### src/eulzxy_pkg.sv
package eulzxy_pkg;

  localparam int N_CORDIC_STEPS = 18;
  localparam int SQRT_STEPS     = 31;

  localparam logic signed [33:0] GAIN_Q30    = 34'sd652032874;
  localparam logic signed [19:0] TWO_PI_Q16  = 20'sd411775;
  localparam logic signed [19:0] PI_Q16      = 20'sd205887;
  localparam logic signed [19:0] HALF_PI_Q16 = 20'sd102944;
  localparam logic signed [17:0] HALF_PI_18  = 18'sd102944;
  localparam logic signed [17:0] ONE_Q16     = 18'sd65536;

  typedef logic signed [33:0] q30_t;
  typedef logic signed [17:0] q16_t;

  // Arctangent of 2^-i in Q30, truncated.
  function automatic q30_t atan_at(input int i);
    q30_t v;
    case (i)
      0:  v = 34'sd843314856;
      1:  v = 34'sd497837829;
      2:  v = 34'sd263043836;
      3:  v = 34'sd133525158;
      4:  v = 34'sd67021686;
      5:  v = 34'sd33543515;
      6:  v = 34'sd16775850;
      7:  v = 34'sd8388437;
      8:  v = 34'sd4194282;
      9:  v = 34'sd2097149;
      10: v = 34'sd1048575;
      11: v = 34'sd524287;
      12: v = 34'sd262143;
      13: v = 34'sd131071;
      14: v = 34'sd65535;
      15: v = 34'sd32767;
      16: v = 34'sd16383;
      17: v = 34'sd8191;
      18: v = 34'sd4095;
      19: v = 34'sd2047;
      20: v = 34'sd1023;
      21: v = 34'sd511;
      22: v = 34'sd255;
      23: v = 34'sd127;
      default: v = '0;
    endcase
    return v;
  endfunction

  // Rounds a Q30 value to Q16 and clamps it to +-lim.
  function automatic q16_t q30_q16(input q30_t v, input q16_t lim);
    q30_t t;
    q30_t l;
    t = (v + 34'sd8192) >>> 14;
    l = 34'(lim);
    if (t > l) t = l;
    else if (t < -l) t = -l;
    return t[17:0];
  endfunction

  // Q16 product, rounded half up.
  function automatic q16_t qmul(input q16_t a, input q16_t b);
    logic signed [35:0] p;
    p = (a * b + 36'sd32768) >>> 16;
    return p[17:0];
  endfunction

  function automatic q16_t clamp_one(input logic signed [18:0] v);
    q16_t r;
    if (v > 19'sd65536) r = ONE_Q16;
    else if (v < -19'sd65536) r = -ONE_Q16;
    else r = v[17:0];
    return r;
  endfunction

endpackage

### src/eulzxy_vec_cell.sv
module eulzxy_vec_cell
  import eulzxy_pkg::*;
#(
  parameter int STEP = 0
) (
  input  logic clk,
  input  logic en,
  input  q30_t x_i,
  input  q30_t y_i,
  input  q30_t z_i,
  output q30_t x_o,
  output q30_t y_o,
  output q30_t z_o
);

  q30_t dx;
  q30_t dy;

  assign dx = y_i >>> STEP;
  assign dy = x_i >>> STEP;

  always_ff @(posedge clk) begin
    if (en) begin
      if (y_i >= 0) begin
        x_o <= x_i + dx;
        y_o <= y_i - dy;
        z_o <= z_i + atan_at(STEP);
      end else begin
        x_o <= x_i - dx;
        y_o <= y_i + dy;
        z_o <= z_i - atan_at(STEP);
      end
    end
  end

endmodule

### config.mk
export PLATFORM = sky130hd
export DESIGN_NAME = eulzxy_vec_cell
export DESIGN_NICKNAME = d
export VERILOG_FILES = /design/src/eulzxy_pkg.sv /design/src/eulzxy_vec_cell.sv
export SDC_FILE = /design/constraint.sdc
export NUM_CORES = 1
export LEC_CHECK = 0
export ABC_AREA = 1
export CORE_AREA = 5 5 174 176
export CTS_CLUSTER_SIZE = 28
export DETAILED_ROUTE_END_ITERATION = 6
export DIE_AREA = 0 0 179 181
export DONT_BUFFER_PORTS = 1
export GPL_TIMING_DRIVEN = 0
export PLACE_DENSITY = 0.63
export SYNTH_ARGS = -nofsm -noshare
export SYNTH_HDL_FRONTEND = slang
export SYNTH_SLANG_ARGS = --single-unit
### constraint.sdc
create_clock -name clk -period 2.4 [get_ports clk]
set_input_delay 0.12 -clock clk [delete_from_list [all_inputs] [get_ports clk]]
set_output_delay 0.12 -clock clk [all_outputs]
set_load 0.005 [all_outputs]
---- After elaboration in Yosys (flattened, before gate mapping) ----
Cells that the tools add are included.
operators by class
  muxes and demuxes ....................... 3
  $add $sub $neg .......................... 5
  $lt $le $gt $ge ......................... 1
operator list
  cell                                                                number
  2-to-1 mux 34 bit                                                   3
  subtractor 34 bit                                                   2
  adder 34 x 31 -> 34 bit, second input constant                      1
  adder 34 bit                                                        1
  greater-or-equal comparator 34 x 1 -> 1 bit, second input constant  1
  subtractor 34 x 31 -> 34 bit, second input constant                 1
word-level totals
  flip-flop bits (word level) ............. 102
  word-level logic and storage cells ...... 12

---- Depth between registers and ports, before layout ----
  word-level depth ........................ 2
  mapped depth ............................ 17

---- Worst setup path after synthesis ----
Ideal clock, no wire load.
  kind .................................... input to register
  from .................................... in y_i[33]
  to ...................................... reg z_o[27] (data pin)
  path buffers ............................ 2
  setup time .............................. 0.252 ns
  data required time ...................... 2.148 ns
  cell stages on the path ................. 12
  arrival time ............................ 2.009 ns
  path slack .............................. 0.139 ns
  cell sequence ........................... inv_2 > clkbuf_1 > buf_2 > ha_1 > inv_1 > o21ai_0 > a21boi_0 > o21ai_0 > a21oi_1 > nand2_1 > nand2_1 > nand2_1
on the way
  cells in the longest elaborated chain, start to end .. 2
ends and longest elaborated chain
  what                                         RTL line               text
  start, declared                              eulzxy_vec_cell.sv:9   input q30_t y_i,
  greater-or-equal comparator 34 x 1 -> 1 bit  eulzxy_vec_cell.sv:24  if (y_i >= 0) begin
  2-to-1 mux 34 bit                            eulzxy_vec_cell.sv:24
  end signal, assigned                         eulzxy_vec_cell.sv:27  z_o <= z_i + atan_at(STEP);
  end signal, assigned                         eulzxy_vec_cell.sv:31  z_o <= z_i - atan_at(STEP);
  end, declared                                eulzxy_vec_cell.sv:13  output q30_t z_o
Every way passes these cells.
A chain may end at the register's enable or synchronous reset.

---- Final worst setup path ----
  from .................................... in y_i[33]
  to ...................................... reg z_o[29] (data pin)
The elaborated chain is that of the path after synthesis.

==> reports/results.tsv <==
stage	metric	value	unit
drt	totalWireLength	46.7	mm
critical_path	critical_path_class	input port to register	
layout	final_cell_mix	617 x nand2_1, 325 x inv_1, 194 x nor2_1	
logic_synthesis	synth_top_area_share	24.1	%
floorplanning	core-area	0.0285	sq mm
timing	setup_viol	0	
pwr	clkPwrFrac	23.1	%
drt	drtIter0Drc	1168	
floorplanning	design.die.area	0.0324	sq mm
global_route	met2_usage	48.5	%
timing	rsz0062_at_grt	false	
placed_design	port_buffers	0	
logic_synthesis	yosys-top-cells-area	edfxtp_1 24%, nand2_1 18%, ha_1 11%	
layout	diodes	0	
floorplanning	ios	206	
clock_tree	cts_buffers	9	
clock_tree	clk_pin_slew	0.08	ns
drt	wl_per_cell	19.3	microns
clock_tree	cts_hold_buf	4	
global_route	gr-usage-met3	4.93	%
drt	route.antenna.remaining_nets	0	
logic_synthesis	yosysUniqueCellTypes	41	
pwr	finalPower	6.46	mW
timing	hold_viol_final	101	
timing	finalSetupTns	0	ns
global_route	antenna_found_initial	1	
job	cap_violations	0	
floorplanning	die_h	181	microns
outcome	violations	negative hold slack	
layout	layout_commonest_cell	nand2_1	
logic_synthesis	syn_nets	2237	
pwr	power_frac_comb	39.3	%
outcome	status	complete, but fails checks	
critical_path	crit_fanout	21	
pwr	internal-power	3.76	mW
timing	slew-limit-headroom	33.3	%
critical_path	crit_end	z_o[29]	
global_route	grtUsageTotal	28.2	%
clock_tree	cts.sinks	101	
logic_synthesis	syn_inst	2018	
clock_tree	cts_buffer_depth	2	
critical_path	start_kind	input port	
timing	tightest_slew	1.00	ns
floorplanning	dieWidth	179	microns
drt	drtPass1Iterations	6	
critical_path	endpoint_kind	register	
logic_synthesis	ys_warn_count	0	
clock_tree	post_cts_buffers	0	
logic_synthesis	syn_avg_cell_area	6.22	sq um
layout	syn2layout_area_growth	6.31	%
placed_design	hpwl	38.8	mm
drt	vias	13200	
logic_synthesis	ys_seq_area_share	24.1	%
logic_synthesis	syn-cell-area	0.0126	sq mm
pwr	power-per-cell-area	484	mW/mm^2
timing	fin_crit	2.24	ns
critical_path	startpoint	y_i[33]	
clock_tree	htreeDepth	3	
timing	fin_crit_sh	93.3	%
logic_synthesis	synth-seq-cells	101	
pwr	switching_share	41.7	%
timing	whs	-0.149	ns
global_route	busiest_layer	met2	
clock_tree	clock-root-buffer	clkbuf_16	
timing	slew_violations	0	
drt	vias_per_cell	5.47	
layout	finalNetCount	2251	
global_route	grt_max_degree	102	
floorplanning	rows	62	
global_route	grt_use_met1	35.4	%
pwr	p_seq_share	37.6	%
global_route	grt_pass1_vias	12800	
clock_tree	cts_tree	done	
drt	drcViolationCount	0	
layout	drive_gt1_share	3.83	%
floorplanning	start_util	44.1	%
global_route	grt_pass1_wl	70.6	mm
pwr	peakVddDrop	0.329	mV
worst_hold_path	hp-class	input port to register	
critical_path	critPathRequiredTime	2.53	ns
pwr	p_sw	2.70	mW
critical_path	cp_data_arrival_time	2.37	ns
pwr	p_leak	6.73	nW
logic_synthesis	synth_largest_area_cell	edfxtp_1	
placed_design	place_congestion	0.998	
timing	max_freq	0.446	GHz
global_route	grt_overflow	0	
-- state kept, by name (all words and copies together), names as in the netlist --
signal,cells
z_o,34
y_o,33
x_o,34
-- power by group through the flow --
stage               logic, mW  clock network, mW  registers, mW
global placement         2.45                  0           2.48
global route             2.82               1.57           2.47
CTS                      2.49               1.51           2.44
detailed placement       2.46                  0           2.48
floorplan                1.77                  0           2.41
finish                   2.54               1.49           2.43
-- cells by family after synthesis --
| family | synth area share [%] |
|---|---|
| compound gates | 12.8 |
| xor+xnor | 3.77 |
| fa+ha+maj | 11.6 |
| buf+inv | 11.9 |
| flops | 24.1 |
| simple gates | 35.7 |
-- worst min-delay path by stage --
| stage | start | endpoint | slack (ns) | depth (start not counted) |
|---|---|---|---|---|
| CTS | en | y_o[22] | -0.15 | 0 |
| global placement | z_i[2] | z_o[2] | 0.22 | 0 |
| floorplan | z_i[0] | z_o[0] | 0.22 | 0 |
| global route | en | x_o[12] | -0.16 | 0 |
| detailed placement | z_i[2] | z_o[2] | 0.22 | 0 |
| finish | en | y_o[22] | -0.15 | 0 |
-- critical path: stages --
cell and delay, ns:
inv_2 0.26, buf_4 0.39, ha_1 0.33, a21oi_1 0.26, o21ai_0 0.21, a21oi_1 0.38
nor2_1 0.10, nor2_1 0.15, nand2_1 0.07, nand2_1 0.05, nand2_1 0.05
-- synth_stat cells, drive strengths merged --
library cell / n
clkbuf: 11
fa: 3
xnor2: 7
nor4: 4
and2: 1
o22ai: 8
o21a: 8
a21boi: 3
nand4: 23
o211ai: 4
nand2b: 1
xor2: 42
nand3: 192
ha: 112
nand2: 620
nor2: 206
o21ai: 118
a31oi: 2
nor3: 21
o21bai: 25
buf: 38
or2: 7
edfxtp: 101
inv: 327
a21oi: 126
nand3b: 5
a21o: 3
-- per-stage QoR --
step,area (sq um),setup slack [ns],cells,util [%],hold slack [ns]
after floorplan,12600,0.139,2018,-,0.219
after global placement,13000,-0.784,2402,45.8,0.219
after detailed placement,13000,-0.785,2402,45.8,0.219
after CTS,13400,0.0905,2420,46.9,-0.148
after global routing,13400,0.0591,2420,46.9,-0.160
final,13400,0.160,2420,46.9,-0.149
-- metal layers --
layer	routed length [microns]	share of wire [%]
met3	3800	8.1
met5	0	0
met2	22100	47
met4	1500	3.2
met1	19300	41
-- layout make-up --
| type | instances | area, sq um |
|---|---|---|
| Buffer | 48 | 265 |
| Multi-Input combinational cell | 1541 | 8040 |
| Timing Repair Buffer | 4 | 40.0 |
| Tap cell | 384 | 480 |
| Clock inverter | 6 | 46.3 |
| Clock buffer | 9 | 225 |
| Inverter | 327 | 1230 |
| Sequential cell | 101 | 3030 |
| Fill cell | 3125 | 15100 |
-- what timing repair did --
action | 4_1_cts | 5_1_grt
resized for setup | 1 | 4
setup endpoints to repair | 18 | 7
hold endpoints to repair | 106 | 101
Note: power is estimated with default switching activity, not from simulation.
