--- src/eulzxy_pkg.sv ---
package eulzxy_pkg;

  localparam int N_CORDIC_STEPS = 18;
  localparam int SQRT_STEPS     = 31;

  localparam logic signed [33:0] GAIN_Q30    = 34'sd652032874;
  localparam logic signed [19:0] TWO_PI_Q16  = 20'sd411775;
  localparam logic signed [19:0] PI_Q16      = 20'sd205887;
  localparam logic signed [19:0] HALF_PI_Q16 = 20'sd102944;
  localparam logic signed [17:0] HALF_PI_18  = 18'sd102944;
  localparam logic signed [17:0] ONE_Q16     = 18'sd65536;

  typedef logic signed [33:0] q30_t;
  typedef logic signed [17:0] q16_t;

  // Arctangent of 2^-i in Q30, truncated.
  function automatic q30_t atan_at(input int i);
    q30_t v;
    case (i)
      0:  v = 34'sd843314856;
      1:  v = 34'sd497837829;
      2:  v = 34'sd263043836;
      3:  v = 34'sd133525158;
      4:  v = 34'sd67021686;
      5:  v = 34'sd33543515;
      6:  v = 34'sd16775850;
      7:  v = 34'sd8388437;
      8:  v = 34'sd4194282;
      9:  v = 34'sd2097149;
      10: v = 34'sd1048575;
      11: v = 34'sd524287;
      12: v = 34'sd262143;
      13: v = 34'sd131071;
      14: v = 34'sd65535;
      15: v = 34'sd32767;
      16: v = 34'sd16383;
      17: v = 34'sd8191;
      18: v = 34'sd4095;
      19: v = 34'sd2047;
      20: v = 34'sd1023;
      21: v = 34'sd511;
      22: v = 34'sd255;
      23: v = 34'sd127;
      default: v = '0;
    endcase
    return v;
  endfunction

  // Rounds a Q30 value to Q16 and clamps it to +-lim.
  function automatic q16_t q30_q16(input q30_t v, input q16_t lim);
    q30_t t;
    q30_t l;
    t = (v + 34'sd8192) >>> 14;
    l = 34'(lim);
    if (t > l) t = l;
    else if (t < -l) t = -l;
    return t[17:0];
  endfunction

  // Q16 product, rounded half up.
  function automatic q16_t qmul(input q16_t a, input q16_t b);
    logic signed [35:0] p;
    p = (a * b + 36'sd32768) >>> 16;
    return p[17:0];
  endfunction

  function automatic q16_t clamp_one(input logic signed [18:0] v);
    q16_t r;
    if (v > 19'sd65536) r = ONE_Q16;
    else if (v < -19'sd65536) r = -ONE_Q16;
    else r = v[17:0];
    return r;
  endfunction

endpackage

--- src/eulzxy_rot_cell.sv ---
module eulzxy_rot_cell
  import eulzxy_pkg::*;
#(
  parameter int STEP = 0
) (
  input  logic clk,
  input  logic en,
  input  q30_t x_i,
  input  q30_t y_i,
  input  q30_t z_i,
  output q30_t x_o,
  output q30_t y_o,
  output q30_t z_o
);

  q30_t dx;
  q30_t dy;

  assign dx = y_i >>> STEP;
  assign dy = x_i >>> STEP;

  always_ff @(posedge clk) begin
    if (en) begin
      if (z_i >= 0) begin
        x_o <= x_i - dx;
        y_o <= y_i + dy;
        z_o <= z_i - atan_at(STEP);
      end else begin
        x_o <= x_i + dx;
        y_o <= y_i - dy;
        z_o <= z_i + atan_at(STEP);
      end
    end
  end

endmodule

--- config.mk ---
export PLATFORM = sky130hd
export DESIGN_NAME = eulzxy_rot_cell
export DESIGN_NICKNAME = d
export VERILOG_FILES = /design/src/eulzxy_pkg.sv /design/src/eulzxy_rot_cell.sv
export SDC_FILE = /design/constraint.sdc
export NUM_CORES = 1
export LEC_CHECK = 0
export BUFFER_PORTS_ARGS = -buffer_cell sky130_fd_sc_hd__buf_4
export CORE_MARGIN = 1.5
export CORE_UTILIZATION = 53
export CTS_BUF_LIST = sky130_fd_sc_hd__clkbuf_8
export DETAILED_ROUTE_END_ITERATION = 6
export GPL_ROUTABILITY_DRIVEN = 0
export MAX_ROUTING_LAYER = met4
export PLACE_DENSITY = 0.79
export SYNTH_ARGS = -nofsm -noshare
export SYNTH_HDL_FRONTEND = slang
export SYNTH_SLANG_ARGS = --single-unit
export TNS_END_PERCENT = 10
--- constraint.sdc ---
create_clock -name clk -period 5.8 [get_ports clk]
set_input_delay 1.16 -clock clk [delete_from_list [all_inputs] [get_ports clk]]
set_output_delay 1.16 -clock clk [all_outputs]
set_load 0.005 [all_outputs]
# Word-level counts from Yosys, hierarchy flattened
# Cells that the tools add are included.
[totals]
register_bits = 102
in_bits = 104
output_inout_bits = 102
wordCells = 12
[classes]
addsub = 5
mux = 3
magnitude_cmp = 1
[op_table]
columns = ["cell", "count"]
rows = [
  ["$mux W34", 3],
  ["$sub A34 B34 Y34", 2],
  ["$add A34 B31 Y34 const B", 1],
  ["$add A34 B34 Y34", 1],
  ["$ge A34 B1 Y1 const B", 1],
  ["$sub A34 B31 Y34 const B", 1],
]

# Longest topological paths before layout
[depth]
word_depth = 2
mapped_depth = 20
depth_no_buf = 18

# Least setup slack after synthesis
# No wires, ideal clock.
[synth_timing]
path_type = "input to register"
start = "input port z_i[33]"
end = "register z_o[33], data pin"
arrival_ps = 4946
setup_time_ps = 262
required_time_ps = 5538
path_slack_ps = 592
path_buffers = 3
cell_stages = 20
path_cell_list = "inv_1 ha_1 nor4b_1 nand4_1 nor4_1 and4_1 nand2b_1 clkbuf_8 clkbuf_1 ha_1 clkbuf_1 and3_1 and3_1 a211oi_1 o21a_1 a2bb2oi_1 o311ai_1 a221oi_1 o21bai_1 xor2_1"
[synth_between]
elab_chain_len = 2
word_cells_on_any_way = 4
cone_classes = "add/sub: 2; order compare: 1; mux: 1"
[synth_rtl]
columns = ["element", "line", "text"]
rows = [
  ["from (decl)", "eulzxy_rot_cell.sv:10", "input q30_t z_i,"],
  ["$add A34 B31 Y34, or another cell as far along", "eulzxy_rot_cell.sv:31", "z_o <= z_i + atan_at(STEP);"],
  ["$mux W34 *", "eulzxy_rot_cell.sv:24", "if (z_i >= 0) begin"],
  ["to (signal assigned)", "eulzxy_rot_cell.sv:27", "z_o <= z_i - atan_at(STEP);"],
  ["to (signal assigned)", "eulzxy_rot_cell.sv:31", ""],
  ["to (decl)", "eulzxy_rot_cell.sv:13", "output q30_t z_o"],
]
# Every way passes the cells marked *; elsewhere a longest branch is shown, timed or not.
# A chain may end at the register's enable or synchronous reset.

# Worst setup path in the final report
[layout_timing]
start = "input port z_i[33]"
end = "register z_o[30], data pin"
[layout_between]
elab_chain_len = 2
[layout_rtl]
columns = ["element", "line"]
rows = [
  ["$ge A34 B1 Y1", "eulzxy_rot_cell.sv:24"],
  ["$mux W34", "eulzxy_rot_cell.sv:24"],
]
# Every way passes these cells.

==> impl_metrics.prom <==
# TYPE chip_impl_metric gauge
chip_impl_info{name="run_status",value="finished clean"} 1
chip_impl_metric{name="fin_ws",unit="ns"} 0.648
chip_impl_metric{name="die_area",unit="mm2"} 0.0210
chip_impl_metric{name="cts_buffers",unit=""} 9
chip_impl_metric{name="cts_sinks",unit=""} 101
chip_impl_metric{name="ys_seq_area_frac",unit=""} 0.283
chip_impl_info{name="worstSetupPathType",value="primary input to flop"} 1
chip_impl_metric{name="clock_tree.buffer_depth",unit=""} 2
chip_impl_metric{name="groute.usage.overall",unit=""} 0.287
chip_impl_metric{name="finalHoldViolations",unit=""} 0
chip_impl_metric{name="postCtsResizedCells",unit=""} 0
chip_impl_metric{name="final_cell_count_no_fill",unit=""} 1651
chip_impl_metric{name="cts.clk_slew.worst_paths",unit="ns"} 0.10
chip_impl_info{name="critical-path-top-delay-family",value="compound AO/OA/AOI/OAI gates"} 1
chip_impl_info{name="root_buffer",value="clkbuf_8"} 1
chip_impl_metric{name="synthArstFlopShare",unit=""} 0
chip_impl_metric{name="io_buffer_count",unit=""} 205
chip_impl_info{name="cts_tree",value="done"} 1
chip_impl_metric{name="cellLeakagePower",unit="nW"} 5.66
chip_impl_info{name="mostFrequentLayoutCells",value="buf_4 (209), a21oi_1 (146), ha_1 (129)"} 1
chip_impl_metric{name="report.power.total",unit="mW"} 2.72
chip_impl_metric{name="tns",unit="ns"} 0
chip_impl_metric{name="timing.critical_path.required",unit="ns"} 5.95
chip_impl_metric{name="min_period",unit="ns"} 5.15
chip_impl_metric{name="post-route-drc-count",unit=""} 0
chip_impl_info{name="endpoint_kind",value="flop"} 1
chip_impl_metric{name="starting_utilization_of_the_core_area",unit=""} 0.544
chip_impl_metric{name="min_period_over_period",unit=""} 0.888
chip_impl_metric{name="detail_route.vias_per_cell",unit=""} 6.07
chip_impl_metric{name="avgRoutedWirePerCell",unit="um"} 18.3
chip_impl_metric{name="yosys_register_bits",unit=""} 101
chip_impl_metric{name="cpPeakStageDelay",unit="ns"} 0.38
chip_impl_metric{name="drt_first_pass_iters",unit=""} 6
chip_impl_info{name="crit_chain",value="buf_4 > inv_1 > ha_1 > nor4b_1 > nand4_1 > nor4_1 > and4_1 > nand2b_2 > buf_12 > ha_1 > a21o_1 > a21oi_1 > o21bai_1 > a21oi_1 > o211ai_1 > a31oi_1 > o21ai_0 > a311oi_1 > xnor2_1"} 1
chip_impl_metric{name="gate_count_of_the_mapped_netlist",unit=""} 1213
chip_impl_metric{name="mappedNetlistNets",unit=""} 1450
chip_impl_metric{name="worst_path_max_fanout",unit=""} 76
chip_impl_metric{name="post-cts-setup-buffer-count",unit=""} 0
chip_impl_metric{name="first_global_vias",unit=""} 9271
chip_impl_metric{name="number_of_i_o_pins",unit=""} 206
chip_impl_metric{name="finalMaxSlewViolations",unit=""} 0
chip_impl_metric{name="max_freq",unit="MHz"} 194
chip_impl_metric{name="die_y",unit="um"} 145
chip_impl_metric{name="detail_route.wirelength",unit="um"} 30100
chip_impl_metric{name="nNetsFinal",unit=""} 1618
chip_impl_metric{name="antenna_violations_before_repair",unit=""} 0
chip_impl_metric{name="grt_max_degree",unit=""} 77
chip_impl_info{name="mostFrequentLayoutCell",value="buf_4"} 1
chip_impl_metric{name="num_rows",unit=""} 51
chip_impl_metric{name="detailedPlacementHpwl",unit="um"} 23900
chip_impl_metric{name="postRouteAntennaNets",unit=""} 0
chip_impl_metric{name="synth_cell_type_count",unit=""} 90
chip_impl_metric{name="synth_edf_count",unit=""} 101
chip_impl_metric{name="vias",unit=""} 10019
chip_impl_metric{name="dieWidth",unit="um"} 145
chip_impl_metric{name="syn_to_final_growth",unit="%"} 16.8
chip_impl_metric{name="syn_avg_cell_area",unit="um2"} 8.82
chip_impl_info{name="setup.worst_path.start_class",value="primary input"} 1
chip_impl_metric{name="worst-path-buf-inv",unit=""} 3
chip_impl_info{name="hold_path.class",value="primary input to flop"} 1
chip_impl_metric{name="tightestPinTransition",unit="ns"} 0.837
chip_impl_info{name="ys.flop_type",value="edfxtp_1"} 1
chip_impl_metric{name="ys.warnings.count",unit=""} 0
chip_impl_metric{name="final_setup_fails",unit=""} 0
chip_impl_metric{name="vdd.ir_drop.worst",unit="V"} 0.0000903
chip_impl_metric{name="utilization",unit=""} 0.636
chip_impl_metric{name="grt_remaining_overflow",unit=""} 0
chip_impl_metric{name="htreeDepth",unit=""} 3
chip_impl_metric{name="ctsHoldBuffers",unit=""} 0
chip_impl_metric{name="synthesis.area",unit="mm2"} 0.0107
chip_impl_info{name="rsz_0062_raised_after_global_routing",value="false"} 1
chip_impl_info{name="critical_path.slowest_cell",value="a311oi_1"} 1
chip_impl_metric{name="antenna_cells_inserted",unit=""} 0
chip_impl_metric{name="preCtsSetupSlack",unit="ns"} 0.340
chip_impl_metric{name="max_cap_viol_count",unit=""} 0
chip_impl_metric{name="drt_iter0_markers",unit=""} 1165
chip_impl_metric{name="worst_path_arrival",unit="ns"} 5.30
chip_impl_metric{name="core",unit="mm2"} 0.0197
chip_impl_metric{name="grt_first_pass_wirelength",unit="um"} 47700
chip_impl_metric{name="timing.slew.headroom",unit=""} 0.442
chip_impl_metric{name="pwr_density_cell",unit="mW/mm2"} 218
chip_impl_metric{name="drive_gt1_frac",unit=""} 0.187
chip_impl_metric{name="placed_cells_incl_taps",unit=""} 1635
## synth_stat cells (7+ instances only)
cell      instances  area share
o211ai_1         14      0.0098
nand2_1          53       0.019
nand2b_1         13      0.0076
a21oi_1         146       0.068
a211oi_1         14      0.0098
a31oi_1          10      0.0058
o21bai_1         25       0.018
xor2_1           21       0.017
buf_2             9      0.0042
xnor2_1          72       0.059
clkbuf_1         19      0.0067
nor2_1           95       0.033
nor4_1            9      0.0053
a21o_1           45       0.032
and3_1           11      0.0064
o21a_1           10      0.0070
ha_1            129        0.15
mux2i_1          19       0.018
o21ai_0          71       0.033
edfxtp_1        101        0.28
nor3_1           12      0.0056
nand4_1           7      0.0041
nand3_1          18      0.0084
nor2b_1          11      0.0064
inv_1           107       0.038
clkbuf_8         13       0.017
o31ai_1          16       0.011
## kinds of logic after synthesis
kind of cell	Yosys count	synth area share
AO/OA/AOI/OAI	429	0.263
AND/OR/NAND/NOR	270	0.125
buffers and inverters	167	0.0750
adder cells (fa/ha/maj)	133	0.158
flip-flops	101	0.283
XOR/XNOR	93	0.0761
multiplexers	20	0.0188
## final timing paths
| check | from | slack, ns | cells past startpoint | end |
|---|---|---|---|---|
| setup / recovery | z_i[33] | 0.65 | 19 | z_o[30]$_DFFE_PP_ |
| hold / removal | z_i[1] | 0.97 | 1 | z_o[1]$_DFFE_PP_ |
## power breakdown
part | switching (mW) | leakage [nW] | total, mW | internal, mW
Combinational | 0.647 | 4.54 | 1.17 | 0.519
Clock | 0.258 | 0.126 | 0.548 | 0.290
Sequential | 0.0378 | 0.989 | 1.01 | 0.969
Total | 0.942 | 5.66 | 2.72 | 1.78
## registers in the layout (all words and copies together) (netlist names)
name / cells
z_o: 34
y_o: 33
x_o: 34
## stage by stage
stage               cell area, um2  hold WS (ns)
finish                       12500         0.966
detailed placement           12200          1.35
global placement             12200          1.35
global route                 12500         0.953
CTS                          12500         0.956
floorplan                    10700          1.26
## routing by layer
layer | GRT usage | vias up | share of wire
li1 | - | 4748 | -
met1 | 0.380 | 4617 | 0.41
met2 | 0.453 | 571 | 0.46
met3 | 0.0374 | 83 | 0.095
met4 | 0.101 | 0 | 0.032
met5 | - | - | 0
## final cells by class
cell class | count | area (um2)
fillers | 1713 | 7160
multi-input cells | 945 | 6870
flip-flops and latches | 101 | 3030
clock buffers | 9 | 124
repair buffers | 210 | 1590
inverters | 114 | 428
well taps | 265 | 332
clock inverters | 7 | 120
Power figures use the tool's default switching activity.
