==> config.mk <==
export PLATFORM = sky130hd
export DESIGN_NAME = eulzxy_sqrt_cell
export DESIGN_NICKNAME = d
export VERILOG_FILES = /design/src/eulzxy_pkg.sv /design/src/eulzxy_sqrt_cell.sv
export SDC_FILE = /design/constraint.sdc
export NUM_CORES = 1
export LEC_CHECK = 0
export ABC_AREA = 1
export BUFFER_PORTS_ARGS = -buffer_cell sky130_fd_sc_hd__buf_2
export CAP_MARGIN = 40
export CELL_PAD_IN_SITES_DETAIL_PLACEMENT = 1
export CELL_PAD_IN_SITES_GLOBAL_PLACEMENT = 2
export CORE_UTILIZATION = 32
export DETAILED_ROUTE_END_ITERATION = 8
export PLACE_DENSITY_LB_ADDON = 0.12
export SYNTH_ARGS = -nofsm -noshare
export SYNTH_HDL_FRONTEND = slang
export SYNTH_SLANG_ARGS = --single-unit
==> constraint.sdc <==
create_clock -name clk -period 3.4 [get_ports clk]
set_input_delay 0.34 -clock clk [delete_from_list [all_inputs] [get_ports clk]]
set_output_delay 0.34 -clock clk [all_outputs]
set_load 0.01 [all_outputs]
==> src/eulzxy_pkg.sv <==
package eulzxy_pkg;

  localparam int N_CORDIC_STEPS = 18;
  localparam int SQRT_STEPS     = 31;

  localparam logic signed [33:0] GAIN_Q30    = 34'sd652032874;
  localparam logic signed [19:0] TWO_PI_Q16  = 20'sd411775;
  localparam logic signed [19:0] PI_Q16      = 20'sd205887;
  localparam logic signed [19:0] HALF_PI_Q16 = 20'sd102944;
  localparam logic signed [17:0] HALF_PI_18  = 18'sd102944;
  localparam logic signed [17:0] ONE_Q16     = 18'sd65536;

  typedef logic signed [33:0] q30_t;
  typedef logic signed [17:0] q16_t;

  // Arctangent of 2^-i in Q30, truncated.
  function automatic q30_t atan_at(input int i);
    q30_t v;
    case (i)
      0:  v = 34'sd843314856;
      1:  v = 34'sd497837829;
      2:  v = 34'sd263043836;
      3:  v = 34'sd133525158;
      4:  v = 34'sd67021686;
      5:  v = 34'sd33543515;
      6:  v = 34'sd16775850;
      7:  v = 34'sd8388437;
      8:  v = 34'sd4194282;
      9:  v = 34'sd2097149;
      10: v = 34'sd1048575;
      11: v = 34'sd524287;
      12: v = 34'sd262143;
      13: v = 34'sd131071;
      14: v = 34'sd65535;
      15: v = 34'sd32767;
      16: v = 34'sd16383;
      17: v = 34'sd8191;
      18: v = 34'sd4095;
      19: v = 34'sd2047;
      20: v = 34'sd1023;
      21: v = 34'sd511;
      22: v = 34'sd255;
      23: v = 34'sd127;
      default: v = '0;
    endcase
    return v;
  endfunction

  // Rounds a Q30 value to Q16 and clamps it to +-lim.
  function automatic q16_t q30_q16(input q30_t v, input q16_t lim);
    q30_t t;
    q30_t l;
    t = (v + 34'sd8192) >>> 14;
    l = 34'(lim);
    if (t > l) t = l;
    else if (t < -l) t = -l;
    return t[17:0];
  endfunction

  // Q16 product, rounded half up.
  function automatic q16_t qmul(input q16_t a, input q16_t b);
    logic signed [35:0] p;
    p = (a * b + 36'sd32768) >>> 16;
    return p[17:0];
  endfunction

  function automatic q16_t clamp_one(input logic signed [18:0] v);
    q16_t r;
    if (v > 19'sd65536) r = ONE_Q16;
    else if (v < -19'sd65536) r = -ONE_Q16;
    else r = v[17:0];
    return r;
  endfunction

endpackage

==> src/eulzxy_sqrt_cell.sv <==
module eulzxy_sqrt_cell
  import eulzxy_pkg::*;
#(
  parameter int STEP = 0
) (
  input  logic        clk,
  input  logic        en,
  input  logic [61:0] v_i,
  input  logic [61:0] res_i,
  output logic [61:0] v_o,
  output logic [61:0] res_o
);

  localparam logic [61:0] BIT = 62'(1) << (60 - 2 * STEP);

  logic [61:0] trial;

  assign trial = res_i + BIT;

  always_ff @(posedge clk) begin
    if (en) begin
      if (v_i >= trial) begin
        v_o   <= v_i - trial;
        res_o <= (res_i >> 1) + BIT;
      end else begin
        v_o   <= v_i;
        res_o <= res_i >> 1;
      end
    end
  end

endmodule

### Yosys cells after proc, flatten, opt, wreduce, memory -nomap -nowiden

Cells that the tools add are included.

| storage, ports and cells | value |
|---|---|
| flip-flop bits (word level) | 124 |
| input port bits | 126 |
| output and inout port bits | 124 |
| logic and storage cells | 9 |

| cells by class | value |
|---|---|
| $add $sub $neg | 3 |
| order comparisons | 1 |
| multiplexer cells | 2 |

Operators by type and width:

| kind | count |
|---|---|
| 61-bit by 61-bit adder with 62-bit output, second input constant | 1 |
| 62-bit by 61-bit adder with 62-bit output, second input constant | 1 |
| 62-bit greater-or-equal comparator | 1 |
| 62-bit two-way mux | 1 |
| 62-bit subtractor | 1 |
| 61-bit two-way mux | 1 |

### Longest topological paths before layout

Gate-level depths: netlist (run 1).

| logic depth | value |
|---|---|
| word-level depth | 3 |
| gate-level depth with buffers | 18 |
| depth with buffers taken out | 17 |

### Worst setup path after synthesis (run 1)

OpenSTA, ideal clock, no wires.

| timing path | value |
|---|---|
| path type | input -> register |
| start | input port v_i[0] |
| end | register v_o[27] (data pin) |
| setup time | 253 ps |
| data arrival time | 2089 ps |
| required time | 3147 ps |
| slack | 1058 ps |
| cell stages on the path | 18 |
| cell sequence | inv_1 ha_1 inv_1 fa_1 nand3_1 nand3_2 nand2_1 nand2_1 nand2_1 nand2_2 nand2_1 nand2_1 nand2_1 nand3_2 buf_6 buf_12 nand2_1 nand2_1 |

| between the ends | value |
|---|---|
| word-level cells in the longest chain between the ends | 2 |

Ends and longest elaborated chain:

| what | RTL line | source |
|---|---|---|
| from (decl) | eulzxy_sqrt_cell.sv:8 | `input logic [61:0] v_i,` |
| 62-bit subtractor / 62-bit greater-or-equal comparator (equally long branches) | eulzxy_sqrt_cell.sv:23, eulzxy_sqrt_cell.sv:22 |  |
| 62-bit two-way mux (*) | eulzxy_sqrt_cell.sv:22 | `if (v_i >= trial) begin` |
| to (signal assigned) | eulzxy_sqrt_cell.sv:23 | `v_o <= v_i - trial;` |
| to (signal assigned) | eulzxy_sqrt_cell.sv:26 | `v_o <= v_i;` |
| to (decl) | eulzxy_sqrt_cell.sv:10 | `output logic [61:0] v_o,` |

Mark *: on every way between the ends. The rest lies on a longest branch, timed or not.
A chain may end at the register's enable or synchronous reset.

### Worst setup path after layout (run 1)

| timing path | value |
|---|---|
| start | input port v_i[0] |
| end | register v_o[30] (data pin) |

Same word-level chain as after synthesis.

==> parameters.txt, run 1 <==
Parameter                              Value

Die
  Die Span X ... 186.2 um
  Row count ... 67
  IO Count ... 250
  Height of the die ... ~190 um
  Die ar. ... ~35000 um2
  Initial core utilization ... 32.46%
  Area of the placeable core ... around 33000 um2

Synthesis
  Share of flip-flops with an asynchronous set or reset ... 0%
  Most frequent cells after synthesis ... sky130_fd_sc_hd__nand2_1, sky130_fd_sc_hd__inv_1, sky130_fd_sc_hd__nand3_1
  Post-Synthesis Mean Instance Area ... about 6.6 um2
  Share of Yosys cell area claimed by the top area cell type ... around a third
  Distinct cells, synth ... 33
  Synthesized area ... 10860 um2
  Number of enable flip-flop cells after synthesis ... about 120
  Share of the yosys chip area belonging to registers ... between 30% and 40%
  Commonest register cell after synthesis ... sky130_fd_sc_hd__edfxtp_1
  Dominant cell type by area after synthesis ... sky130_fd_sc_hd__edfxtp_1
  Top cells by area, synth ... sky130_fd_sc_hd__edfxtp_1, sky130_fd_sc_hd__nand2_1, sky130_fd_sc_hd__inv_1
  Synth warn ... 0
  Post-Synthesis Net Count ... 1846
  Syn Inst Count ... 1657
  Most frequently used cell type in the post-synthesis netlist ... sky130_fd_sc_hd__nand2_1
  FF+latch count, synth ... about 120

Clock network
  Clock transition at the registers of the reported paths ... around 0.07 ns
  Post-cts repair resize count ... 0
  CTS buffer count ... 17
  Hold buffers post-CTS ... 0
  Level count of the clock H-tree ... 4
  Post-CTS repair timing setup buffer count ... 0
  # clock sinks ... 124
  Maximum root-to-sink buffer count ... 2
  Root buffer cell ... sky130_fd_sc_hd__clkbuf_16
  Clock tree from TritonCTS ... yes

Power
  Leakage power total ... approximately 0.0076 uW
  VDD IR-drop max ... ~0.36 mV
  Overall power of the completed layout ... between 5000 and 6000 uW
  Pwr Density ... 427.1 nW/um2

Routing
  Remaining DRCs ... 0
  Total length of routed wires ... 42.50 mm
  DR vias/cell ... about 4.6
  Initial DRC Count ... 511
  Routed wirelength normalized by instance count ... between 15 and 20 um
  Vias ... approximately 11000
  Pre-antenna DRT Iters ... 6
  Remaining number of nets flagged by the antenna check after routing ... 0

Global route
  GRT overflow ... 0
  Initial antenna violation count ... 0
  Number of global-route vias before repair ... between 10000 and 15000
  Largest net degree at the start of global routing ... 66
  Global-route wire length before repair ... 64.14 mm
  Global-route total usage across every layer ... approximately a quarter

Critical path
  Kind of critical path ... in -> reg
  Number of buffer and inverter instances along the worst setup path ... 4
  Req. time, crit path ... between 3 and 4 ns
  Startpoint class of the critical path ... input pin
  Data arrival, critical path ... between 2 and 3 ns
  Worst path most repeated cell ... sky130_fd_sc_hd__nand2_1
  CP max-delay cell ... sky130_fd_sc_hd__fa_1
  Maximum net fanout on the critical path ... 31
  Critical path cell sequence ... buf_2, inv_1, ha_1, inv_1, fa_1, nand3_1, nand3_2, nand2_1, nand2_1, nand2_1, nand2_2, nand2_1, nand2_1, nand2_1, nand3_2, buf_12, nand2_1, nand2_1
  Critical path's largest stage delay ... 0.43 ns
  Worst setup EP type ... register
  Worst path top cell family by delay ... simple AND/OR/NAND/NOR gates

STA
  RSZ-0062 raised after global routing ... false
  Worst Tran Pin Value ... 0.6255 ns
  Slew margin rel. ... approximately 58%
  Highest clock rate ... 370.9 MHz
  Share of the cycle needed by the critical path after routing ... 79.29%
  Final setup fails ... 0
  Shortest clock period the worst path allows after layout ... approximately 2.7 ns
  Number of pins with negative max-slew slack in the final report ... 0
  Number of endpoints with negative hold slack in the final report ... 0
  Setup TNS ... 0 ns

Finish
  Area delta synth->final ... 22.08%
  Count of filler cells inserted in the layout ... 4476
  Net count reported at finish ... 2110
  Number of antenna cells inserted ... 0
  Fraction of layout instances using a drive strength above 1 ... 17.74%

Flow run
  Max-cap violation count ... 0

Min path
  Cell count of the worst hold path ... 1
  Start point of the worst min-delay path ... res_i[49]
  Endpoint of the worst hold-timing path ... res_o[48]$_DFFE_PP_
  Type of the tightest min-delay check ... in -> reg

Placement
  Final weighted congestion in routability-driven placement ... 0.8595
  Half-perimeter wire length after detailed placement ... 36.07 mm
  Port bufs ... 249

Outcome
  Outcome ... complete, no violations
-- logic make-up after synthesis --
group / count (synthesis) / share of synthesized area, %
AOI/OAI and AO/OA: 47 / 2.224
buffers and inverters: 400 / 14.83
xor gates and xnor gates: 32 / 2.582
and+or+nand+nor: 991 / 38.73
adders and majority gates: 63 / 7.330
DFF: 124 / 34.30
-- metrics by stage --
step | instances | hold WS (ns) | setup slack [ns] | cell area [um2] | utilization [%]
after floorplan | 1657 | 0.4389 | 1.058 | 10860 | -
after CTS | 2382 | 0.04331 | 0.6904 | 13250 | 39.63
after global routing | 2382 | 0.04502 | 0.4672 | 13250 | 39.63
after detailed placement | 2350 | 0.5332 | 0.2102 | 12670 | 37.89
final | 2382 | 0.06628 | 0.7041 | 13250 | 39.63
after global placement | 2349 | 0.5315 | 0.3612 | 12650 | 37.83
-- state kept, by name, summed over array words and instances, names as in the netlist --
name   flops
v_o       62
res_o     62
-- placed cells by master (no fill, tap or decap), drive strengths merged --
cell type  netlist  routed
xnor2            1       1
bufinv           0       3
and3             1       1
buf             13     264
nor3            17      17
a21oi           40      40
clkbuf           6      18
nand4           20      20
nor4             2       2
and2             5       5
nand2          680     680
clkinvlp         0       5
o21ai            6       6
xor2            31      31
clkinv           0       6
ha              62      62
a21o             1       1
nor2           115     115
fa               1       1
nand3          149     149
nand3b           2       2
edfxtp         124     124
inv            381     381
-- how the worst max path moves through the flow --
stage                                   end  cells past startpoint    start  slack [ns]
after floorplan           v_o[27]$_DFFE_PP_                     18   v_i[0]        1.06
after global placement    v_o[38]$_DFFE_PP_                     12  v_i[19]        0.36
after detailed placement  v_o[28]$_DFFE_PP_                     18   v_i[0]        0.21
after CTS                 v_o[28]$_DFFE_PP_                     18   v_i[0]        0.69
after global routing      v_o[28]$_DFFE_PP_                     18   v_i[0]        0.47
final                     v_o[30]$_DFFE_PP_                     18   v_i[0]        0.70
-- power breakdown --
part,switching [uW],internal [uW],total [uW],leakage (uW)
combinational,1210,606,1810,0.00607
clock,744,1130,1880,0.000268
sequential,49.5,1920,1970,0.00121
-- cell type report --
cell class / count / area, um2 / area share (%)
multi-input combinational: 1133 / 5530 / 41.73
inverter: 381 / 1430 / 10.79
timing repair buffer: 264 / 1428 / 10.77
clock buffer: 18 / 429.2 / 3.238
clock inverter: 14 / 152.6 / 1.152
tap: 448 / 560.5 / 4.229
sequential: 124 / 3724 / 28.09
-- layer usage --
layer / track usage [%] / share of wire (%) / up-vias
met5: 0 / 0 / -
met4: 4.557 / 0.88 / 0
met3: 4.400 / 4.4 / 22
met2: 41.55 / 45 / 241
met1: 35.09 / 50 / 5069
li1: - / - / 5581
(Power assumes the default switching activity.)
==> inputs of run 2 (changes only) <==
--- a/config.mk
+++ b/config.mk
@@ -10,7 +10,7 @@
 export CAP_MARGIN = 40
 export CELL_PAD_IN_SITES_DETAIL_PLACEMENT = 1
 export CELL_PAD_IN_SITES_GLOBAL_PLACEMENT = 2
-export CORE_UTILIZATION = 32
+export CORE_UTILIZATION = 27
 export DETAILED_ROUTE_END_ITERATION = 8
 export PLACE_DENSITY_LB_ADDON = 0.12
 export SYNTH_ARGS = -nofsm -noshare
==> constraint.sdc (replaced) <==
create_clock -name clk -period 2.3 [get_ports clk]
set_input_delay 0.23 -clock clk [delete_from_list [all_inputs] [get_ports clk]]
set_output_delay 0.23 -clock clk [all_outputs]
set_load 0.01 [all_outputs]
==> run 2 against run 1 <==
- global-route usage decreased by 1.9 points
- setup slack got worse by 0.60 ns
- first-iteration DRC count is 0.98% lower
- largest power group is now combinational logic
- highest routed layer unchanged
==> parameters.txt, run 2 (synthesis gave the netlist of run 1 again) <==
Parameter                              Value

Critical path
  Worst setup EP type ... register
  Req. time, crit path ... 2.51 ns
  Critical path's largest stage delay ... around 0.34 ns
  CP max-delay cell ... sky130_fd_sc_hd__ha_1
  Crit. path cell count ... 13
  Data arrival, critical path ... 2.40 ns
  Worst path most repeated cell ... sky130_fd_sc_hd__nand2_1
  Critical path launch point ... res_i[19]
  Critical path destination ... v_o[28]$_DFFE_PP_
  Number of buffer and inverter instances along the worst setup path ... 4
  Critical path cell sequence ... buf_2, inv_1, ha_1, nand2_1, nor2_1, nand2_1, inv_1, nand3_1, o21ai_1, a21oi_4, buf_12, nand3_1, nand2_1
  Kind of critical path ... in -> reg
  Maximum net fanout on the critical path ... 36
  Startpoint class of the critical path ... input pin
  Worst path top cell family by delay ... simple AND/OR/NAND/NOR gates

Placement
  Placed instance area ... 14830 um2
  Half-perimeter wire length after detailed placement ... just under 40 mm
  Final weighted congestion in routability-driven placement ... 0.8613
  Port bufs ... 249

Finish
  Fraction of layout instances using a drive strength above 1 ... 27.12%
  Most common cell after layout, fill and taps aside ... sky130_fd_sc_hd__nand2_1
  Most used cells in the layout excluding fill and tap cells ... sky130_fd_sc_hd__nand2_1, sky130_fd_sc_hd__inv_1, sky130_fd_sc_hd__buf_4, sky130_fd_sc_hd__buf_2, sky130_fd_sc_hd__nand3_1
  Share of the core filled with cells in the final layout ... 40.36%
  Net count reported at finish ... 2437
  Registers with the highest flip-flop counts ... res_o x62, v_o x62
  Area delta synth->final ... 47.71%
  Area of all placed cells without fillers ... 16040 um2

STA
  Worst Tran Pin Value ... 0.4439 ns
  Final setup fails ... 0
  Highest clock rate ... 455.1 MHz
  Worst slack on hold paths ... 0.05539 ns
  Number of pins with negative max-slew slack in the final report ... 0
  Shortest clock period the worst path allows after layout ... 2.197 ns
  RSZ-0062 raised after global routing ... true
  Slew margin rel. ... between 70% and 80%
  Share of the cycle needed by the critical path after routing ... 95.54%
  Setup TNS ... 0 ns
  Number of endpoints with negative hold slack in the final report ... 0

Clock network
  CTS buffer count ... 17
  Clock transition at the registers of the reported paths ... 0.06 ns
  Clock tree from TritonCTS ... yes
  Level count of the clock H-tree ... 4
  Root buffer cell ... sky130_fd_sc_hd__clkbuf_16
  # clock sinks ... roughly 120
  Maximum root-to-sink buffer count ... 2

Routing
  Routed wirelength normalized by instance count ... 16.79 um
  Remaining number of nets flagged by the antenna check after routing ... 0
  Initial DRC Count ... around 510
  Remaining DRCs ... 0
  DR vias/cell ... 4.326
  Vias ... 12053
  Pre-antenna DRT Iters ... 7
  Total length of routed wires ... about 47 mm

Global route
  Number of global-route vias before repair ... approximately 13000
  Largest net degree at the start of global routing ... 43
  Initial antenna violation count ... 0
  GRT overflow ... 0
  Global-route wire length before repair ... 71.95 mm
  Global-route total usage across every layer ... 23.45%

Flow run
  Max-cap violation count ... 0

Die
  Initial core utilization ... 27.32%
  Die ar. ... 41020 um2
  Row count ... 73
  IO Count ... 250
  Height of the die ... 202.5 um
  Die Span X ... roughly 200 um
  Area of the placeable core ... 39730 um2

Min path
  Start point of the worst min-delay path ... res_i[51]
  Type of the tightest min-delay check ... in -> reg
  Cell count of the worst hold path ... 2

Power
  Share of power burned in combinational logic ... 36.4%
  Pwr Density ... 571.0 nW/um2
  Power share of the sequential group ... 31.8%
  Clock power frac ... 31.8%
  Internal Power ... around 6000 uW
  Overall power of the completed layout ... 9157 uW
  Net switching share of the total power ... 34.06%
  Net Sw Power ... 3119 uW
  Leakage power total ... 0.009148 uW
  VDD IR-drop max ... between 0.5 and 0.6 mV

Outcome
  Outcome ... complete, no violations
==> run 2: changes by cell type in the layout (fill, tap and decap cells not counted), sizes merged <==
| cell | delta |
|---|---|
| clkinv | -1 |
| dlygate4sd3 | +59 |
| buf | +268 |
| clkbuf | +1 |
| diode | +1 |
| clkinvlp | -2 |
| bufinv | +1 |
==> run 2: through the flow <==
| stage | worst slack [ns] | std cells |
|---|---|---|
| global route | -0.01086 | 2785 |
| CTS | 0.1539 | 2785 |
| finish | 0.1027 | 2786 |
| floorplan | 0.06809 | 1657 |
| detailed placement | -0.3097 | 2695 |
| global placement | -0.3397 | 2695 |
==> run 2: routing by layer <==
layer / global-route usage, % / vias to the layer above / routed length, um
li1: - / 6242 / -
met4: 6.525 / 0 / 799
met3: 2.729 / 34 / 1221
met1: 32.67 / 5584 / 23540
met2: 38.09 / 193 / 21220
met5: 0 / - / 0
==> run 2: layout make-up <==
type	instances	area, um2
Clock inverter	12	172.7
Fill cell	5254	23700
Sequential cell	124	3724
Multi-Input combinational cell	1133	5538
Antenna cell	1	2.502
Tap cell	525	656.9
Inverter	381	1430
Timing Repair Buffer	591	4080
Clock buffer	19	432.9
==> run 2: worst min path at each step <==
stage / endpoint / slack [ns]
2_1_floorplan: res_o[0]$_DFFE_PP_ / 0.33
3_3_place_gp: res_o[36]$_DFFE_PP_ / 0.42
3_5_place_dp: res_o[28]$_DFFE_PP_ / 0.42
4_1_cts: res_o[50]$_DFFE_PP_ / 0.03
5_1_grt: res_o[50]$_DFFE_PP_ / 0.05
6_report: res_o[50]$_DFFE_PP_ / 0.06
==> run 2: repair_timing <==
item / CTS / global route
setup buffers: 0 / 0
gates resized for setup: 0 / 2
hold buffers: 59 / 0
hold endpoints to repair: 59 / 0
setup endpoints to repair: 0 / 32
==> run 2: power by group through the flow <==
stage / clock network (uW) / logic, uW / registers [uW]
6_report: 2910 / 3330 / 2910
5_1_grt: 3050 / 3720 / 2930
4_1_cts: 2990 / 3380 / 2920
3_5_place_dp: 0 / 3290 / 2960
3_3_place_gp: 0 / 3250 / 2960
2_1_floorplan: 0 / 1470 / 3100
